File: config.mk
export PLATFORM = sky130hd
export DESIGN_NAME = rtlpm_ctrl
export DESIGN_NICKNAME = d
export VERILOG_FILES = /design/src/rtl/core/rtlpm_pkg.sv /design/src/rtl/core/rtlpm_ctrl.sv
export SDC_FILE = /design/constraint.sdc
export NUM_CORES = 1
export LEC_CHECK = 0
export ABC_CLOCK_PERIOD_IN_PS = 1600
export BUFFER_PORTS_ARGS = -buffer_cell sky130_fd_sc_hd__buf_2
export CAP_MARGIN = 5
export CORE_MARGIN = 8
export CORE_UTILIZATION = 40
export DETAILED_ROUTE_END_ITERATION = 8
export PLACE_DENSITY = 0.71
export SLEW_MARGIN = 15
export SYNTH_ARGS = -nofsm -noshare
export SYNTH_HDL_FRONTEND = slang
export SYNTH_SLANG_ARGS = --single-unit
File: constraint.sdc
create_clock -name aclk -period 1.6 [get_ports aclk]
set_input_delay 0.24 -clock aclk [delete_from_list [all_inputs] [get_ports aclk]]
set_output_delay 0.24 -clock aclk [all_outputs]
set_load 0.05 [all_outputs]
File: src/rtl/core/rtlpm_pkg.sv
// Shared definitions for the longest prefix match routing table.
// Holds table sizing, command and status codes, the controller-to-datapath
// command struct and the prefix mask helper. Depends on nothing.
package rtlpm_pkg;

    // Table sizing.
    localparam int TABLE_DEPTH = 64;
    localparam int IDX_W       = $clog2(TABLE_DEPTH);

    // Field widths of one table entry.
    localparam int ADDR_W   = 32;
    localparam int LEN_W    = 6;
    localparam int PORT_W   = 8;
    localparam int METRIC_W = 5;
    localparam int ENTRY_W  = ADDR_W + LEN_W + PORT_W + ADDR_W + METRIC_W;

    // Longest legal prefix length.
    localparam logic [LEN_W-1:0] MAX_LEN = LEN_W'(ADDR_W);

    // Command codes.
    localparam logic [1:0] CMD_INSERT = 2'd0;
    localparam logic [1:0] CMD_DELETE = 2'd1;
    localparam logic [1:0] CMD_QUERY  = 2'd2;

    // Result status codes.
    localparam logic [1:0] ST_OK   = 2'd0;
    localparam logic [1:0] ST_MISS = 2'd1;
    localparam logic [1:0] ST_FULL = 2'd2;

    // Commands from the controller to the datapath.
    typedef struct packed {
        logic             load_cmd;  // capture a new transaction, clear accumulators
        logic             rd_en;     // read one table slot this cycle
        logic [IDX_W-1:0] rd_addr;   // slot being read
        logic             commit;    // update the table and load the result
    } rtlpm_cmd_t;

    // Network mask for a prefix length; lengths of 32 and above give all ones.
    function automatic logic [ADDR_W-1:0] len_mask(input logic [LEN_W-1:0] len);
        logic [ADDR_W-1:0] mask;
        if (len == '0) begin
            mask = '0;
        end else if (len >= MAX_LEN) begin
            mask = '1;
        end else begin
            mask = ~({ADDR_W{1'b1}} >> len);
        end
        return mask;
    endfunction

endpackage

File: src/rtl/core/rtlpm_ctrl.sv
// Controller state machine for the routing table: handshakes and slot scan.
// Drives the datapath through rtlpm_pkg::rtlpm_cmd_t; uses rtlpm_pkg.
module rtlpm_ctrl (
    input  logic                aclk,
    input  logic                aresetn,
    input  logic                s_valid,
    output logic                s_ready,
    output logic                m_valid,
    input  logic                m_ready,
    output rtlpm_pkg::rtlpm_cmd_t cmd
);

    localparam logic [1:0] ST_IDLE   = 2'd0;
    localparam logic [1:0] ST_SCAN   = 2'd1;
    localparam logic [1:0] ST_DRAIN  = 2'd2;
    localparam logic [1:0] ST_FINISH = 2'd3;

    localparam logic [rtlpm_pkg::IDX_W-1:0] LAST_IDX =
        rtlpm_pkg::IDX_W'(rtlpm_pkg::TABLE_DEPTH - 1);

    logic [1:0]                  state_reg, state_next;
    logic [rtlpm_pkg::IDX_W-1:0] cnt_reg, cnt_next;
    logic                        m_valid_reg, m_valid_next;
    logic                        out_free;

    assign s_ready  = (state_reg == ST_IDLE);
    assign m_valid  = m_valid_reg;
    assign out_free = !m_valid_reg || m_ready;

    // Next state, scan counter and command decode.
    always_comb begin
        state_next   = state_reg;
        cnt_next     = cnt_reg;
        m_valid_next = m_valid_reg;
        cmd.load_cmd = 1'b0;
        cmd.rd_en    = 1'b0;
        cmd.rd_addr  = cnt_reg;
        cmd.commit   = 1'b0;

        if (m_valid_reg && m_ready) begin
            m_valid_next = 1'b0;
        end

        case (state_reg)
            ST_IDLE: begin
                if (s_valid) begin
                    cmd.load_cmd = 1'b1;
                    cnt_next     = '0;
                    state_next   = ST_SCAN;
                end
            end
            ST_SCAN: begin
                cmd.rd_en = 1'b1;
                if (cnt_reg == LAST_IDX) begin
                    state_next = ST_DRAIN;
                end else begin
                    cnt_next = cnt_reg + 1'b1;
                end
            end
            ST_DRAIN: begin
                // The last slot read is evaluated in this cycle.
                state_next = ST_FINISH;
            end
            ST_FINISH: begin
                if (out_free) begin
                    cmd.commit   = 1'b1;
                    m_valid_next = 1'b1;
                    state_next   = ST_IDLE;
                end
            end
            default: begin
                state_next = ST_IDLE;
            end
        endcase
    end

    // Control registers.
    always_ff @(posedge aclk) begin
        if (!aresetn) begin
            state_reg   <= ST_IDLE;
            cnt_reg     <= '0;
            m_valid_reg <= 1'b0;
        end else begin
            state_reg   <= state_next;
            cnt_reg     <= cnt_next;
            m_valid_reg <= m_valid_next;
        end
    end

    // A result is only committed when the output register is free.
    a_commit_free: assert property (@(posedge aclk) disable iff (!aresetn)
        cmd.commit |-> out_free)
        else $error("result committed while output register was occupied");

    // An accepted transaction starts a scan at slot zero.
    a_scan_start: assert property (@(posedge aclk) disable iff (!aresetn)
        (s_valid && s_ready) |=> (state_reg == ST_SCAN && cnt_reg == '0))
        else $error("scan did not start at slot zero");

    // The drain cycle is always followed by the finish step.
    a_drain_finish: assert property (@(posedge aclk) disable iff (!aresetn)
        (state_reg == ST_DRAIN) |=> (state_reg == ST_FINISH))
        else $error("drain cycle not followed by finish");

    // A commit always presents a result on the next cycle.
    a_commit_valid: assert property (@(posedge aclk) disable iff (!aresetn)
        cmd.commit |=> m_valid_reg)
        else $error("commit did not raise the result valid");

endmodule

==> flow_metrics.env <==
export IMPL_clk_pin_slew_worst_setup_hold_paths_ns=0.06
export IMPL_setup_reg_to_reg_worst_slack_ns=0.10
export IMPL_holdWs_ns=0.305
export IMPL_critical_path_reg2reg_startpoint="cnt_reg[0]$_SDFFE_PN0P_"
export IMPL_coreArea_mm2=0.00128
export IMPL_vias=518
export IMPL_synth_cell_types=25
export IMPL_num_antenna_cells=0
export IMPL_syn_avg_cell_area_um2=8.30
export IMPL_die_area_mm2=0.00278
export IMPL_timing_critical_path_fanout_max=5
export IMPL_placedInstanceArea_um2=684
export IMPL_min_delay_path_depth=3
export IMPL_layout_common_cells="13 x sky130_fd_sc_hd__buf_2, 8 x sky130_fd_sc_hd__nand2_1, 6 x sky130_fd_sc_hd__o21ai_0"
export IMPL_cts_buffers=3
export IMPL_first_iter_violations=8
export IMPL_initial_core_util=0.420
export IMPL_flip_flop_count_of_the_largest_register_all_copies_and_words_added=6
export IMPL_final_setup_vio_count=0
export IMPL_worstPathCellList="inv_1 -> ha_4 -> and2_1 -> buf_2"
export IMPL_dr_pass1_iters=4
export IMPL_slew_headroom=0.760
export IMPL_final_net_count=94
export IMPL_maximum_achievable_frequency_mhz=652
export IMPL_hold_path_startpoint="aresetn"
export IMPL_remaining_drc_errors=0
export IMPL_ys_seq_area_frac=0.334
export IMPL_ir_worst_vdd_v=0.000949
export IMPL_io_pins=15
export IMPL_leakagePower_nw=0.318
export IMPL_setup_tns_final_ns=0
export IMPL_final_core_util=0.562
export IMPL_clock_skew_final_ns=0.00590
export IMPL_required_time_of_the_worst_setup_path_ns=1.36
export IMPL_synthesis_to_finish_area_growth_pct=33.9
export IMPL_worst_path_max_stage_delay_ns=0.34
export IMPL_postLayoutSetupSlackWorst_ns=0.0657
export IMPL_fin_crit_sh=0.959
export IMPL_global_route_overflow_total=0
export IMPL_wl_per_cell_um=13.0
export IMPL_synth_cell_area_um2=539
export IMPL_rows=13
export IMPL_grt_start_max_net_pins=14
export IMPL_port_buffer_count=14
export IMPL_grt_first_pass_wirelength_um=2040
export IMPL_routed_via_density=5.29
export IMPL_startpoint_type="flop"
export IMPL_finalWeightedCongestion=0.761
export IMPL_cts_hold_fix_buffers=0
export IMPL_critical_path_slowest_cell="sky130_fd_sc_hd__dfxtp_2"
export IMPL_grt_util_all_layers=0.0987
export IMPL_worst_endpoint_arrival_ns=1.29
export IMPL_fp_dieW_um=52.7
export IMPL_power_density_mw_per_mm2=1600
export IMPL_yosys_warnings=0
export IMPL_layout_commonest_cell="sky130_fd_sc_hd__buf_2"
export IMPL_ff2ff_path_depth=6
export IMPL_outcome="complete, no violations"
export IMPL_ys_ff_latch=9
export IMPL_ant_nets=0
export IMPL_cap_viol_max_count=0
export IMPL_cts_sinks=9
export IMPL_post_synth_top_area_cell="sky130_fd_sc_hd__dfxtp_1"
export IMPL_wl_um=1270
export IMPL_antenna_found_initial=0
export IMPL_postLayoutCellArea_um2=722
export IMPL_clk_insertion_delay_late_ns=0.26
export IMPL_syn_inst=65
export IMPL_synth_top_area_share=0.334
export IMPL_timing_max_transition_violations_final=0
export IMPL_rsz0062_at_grt="no"
export IMPL_hold_class="in -> reg"
export IMPL_pre_cts_slack_ns=-0.00686
export IMPL_syn_nets=75
export IMPL_clockBufferDepth=2
export IMPL_whs_endpoint="cnt_reg[2]$_SDFFE_PN0P_"
export IMPL_hold_viol=0
export IMPL_dp_final_hpwl_um=981
export IMPL_deepest_level_of_the_cts_h_tree=1
export IMPL_clockRootBuffer="sky130_fd_sc_hd__clkbuf_4"
export IMPL_finalCriticalPeriod_ns=1.53
export IMPL_vias_in_the_first_global_route=484
export IMPL_height_of_the_die_um=52.7
export IMPL_critical_path_endpoint_type="output pin"
export IMPL_worstMarginPinSlew_ns=0.350
export IMPL_synth_area_leaders="sky130_fd_sc_hd__dfxtp_1 33%, sky130_fd_sc_hd__ha_1 14%, sky130_fd_sc_hd__mux2i_1 5.6%, sky130_fd_sc_hd__o21ai_0 5.6%, sky130_fd_sc_hd__nand2_1 5.6%"
export IMPL_r2r_end="state_reg[0]$_SDFFE_PN0P_"
export IMPL_setup_worst_path_class="reg -> out"
export IMPL_layout_drive_gt1_share=0.422
export IMPL_tritoncts="built"
## cell type report
class | instances | area, µm²
Sequential cell | 9 | 194
Clock buffer | 4 | 26.3
Timing Repair Buffer | 16 | 87.6
Multi-Input combinational cell | 51 | 384
Tap cell | 15 | 18.8
Inverter | 3 | 11.3
Fill cell | 127 | 563
## cells in the mapped netlist
cell type	number
sky130_fd_sc_hd__a21o_2	1
sky130_fd_sc_hd__mux2i_1	3
sky130_fd_sc_hd__mux2_2	1
sky130_fd_sc_hd__nand2b_1	1
sky130_fd_sc_hd__o22ai_1	2
sky130_fd_sc_hd__and2_1	1
sky130_fd_sc_hd__or2_1	1
sky130_fd_sc_hd__nand2_2	1
sky130_fd_sc_hd__inv_1	3
sky130_fd_sc_hd__dfxtp_1	9
sky130_fd_sc_hd__nor2b_1	2
sky130_fd_sc_hd__and2_2	1
sky130_fd_sc_hd__o31ai_1	2
sky130_fd_sc_hd__ha_1	6
sky130_fd_sc_hd__nor2_1	2
sky130_fd_sc_hd__nand2_1	8
sky130_fd_sc_hd__nand4_1	1
sky130_fd_sc_hd__nor3_1	1
sky130_fd_sc_hd__nand3_1	3
sky130_fd_sc_hd__and3_1	1
sky130_fd_sc_hd__o21a_1	1
sky130_fd_sc_hd__clkbuf_1	2
sky130_fd_sc_hd__o21ai_0	6
sky130_fd_sc_hd__a21oi_1	5
sky130_fd_sc_hd__a222oi_1	1
## cell families after synthesis
kind of cell    synth area share
simple gates               0.213
compound gates             0.202
flops                      0.334
fa+ha+maj                  0.139
buf+inv                   0.0348
mux                       0.0766
## report_power, final
part / internal, mW / total, mW / switching [mW]
Clock: 0.0963 / 0.179 / 0.0828
Combinational: 0.252 / 0.676 / 0.424
Sequential: 0.261 / 0.297 / 0.0362
## metrics by stage
stage	power [mW]	std cells
4_1_cts	1.16	98
3_5_place_dp	0.953	93
5_1_grt	1.22	98
6_report	1.15	98
3_3_place_gp	0.947	93
2_1_floorplan	0.866	65
## timing repair
item | CTS | global route
buffers inserted | 1 | 0
gates cloned | 0 | 0
gates resized for setup | 0 | 2
pin swaps | 1 | 0
endpoints found under the hold margin | 0 | 0
endpoints found under the setup margin | 2 | 3
## per-layer routing
layer,vias up,wire length [µm],track usage
met5,-,0,0
met2,13,696,0.186
met4,0,8,0.0259
li1,266,-,-
met1,237,480,0.0896
met3,2,88,0.0511
## worst max path at each step
stage | startpoint | end | cells past startpoint
floorplan | cnt_reg[0]$_SDFFE_PN0P_ | state_reg[0]$_SDFFE_PN0P_ | 5
global placement | cnt_reg[0]$_SDFFE_PN0P_ | state_reg[0]$_SDFFE_PN0P_ | 5
detailed placement | cnt_reg[0]$_SDFFE_PN0P_ | state_reg[0]$_SDFFE_PN0P_ | 5
CTS | state_reg[0]$_SDFFE_PN0P_ | cmd[8] | 4
global route | state_reg[1]$_SDFFE_PN0P_ | cmd[0] | 4
finish | state_reg[0]$_SDFFE_PN0P_ | cmd[8] | 4
## worst max-delay path: cells and delay by family (launching register included)
kind,cells,cell delay [ns]
buffers and inverters,2,0.39
and+or+nand+nor,1,0.12
DFF,1,0.34
adders and majority gates,1,0.18
Power figures use the tool's default switching activity.
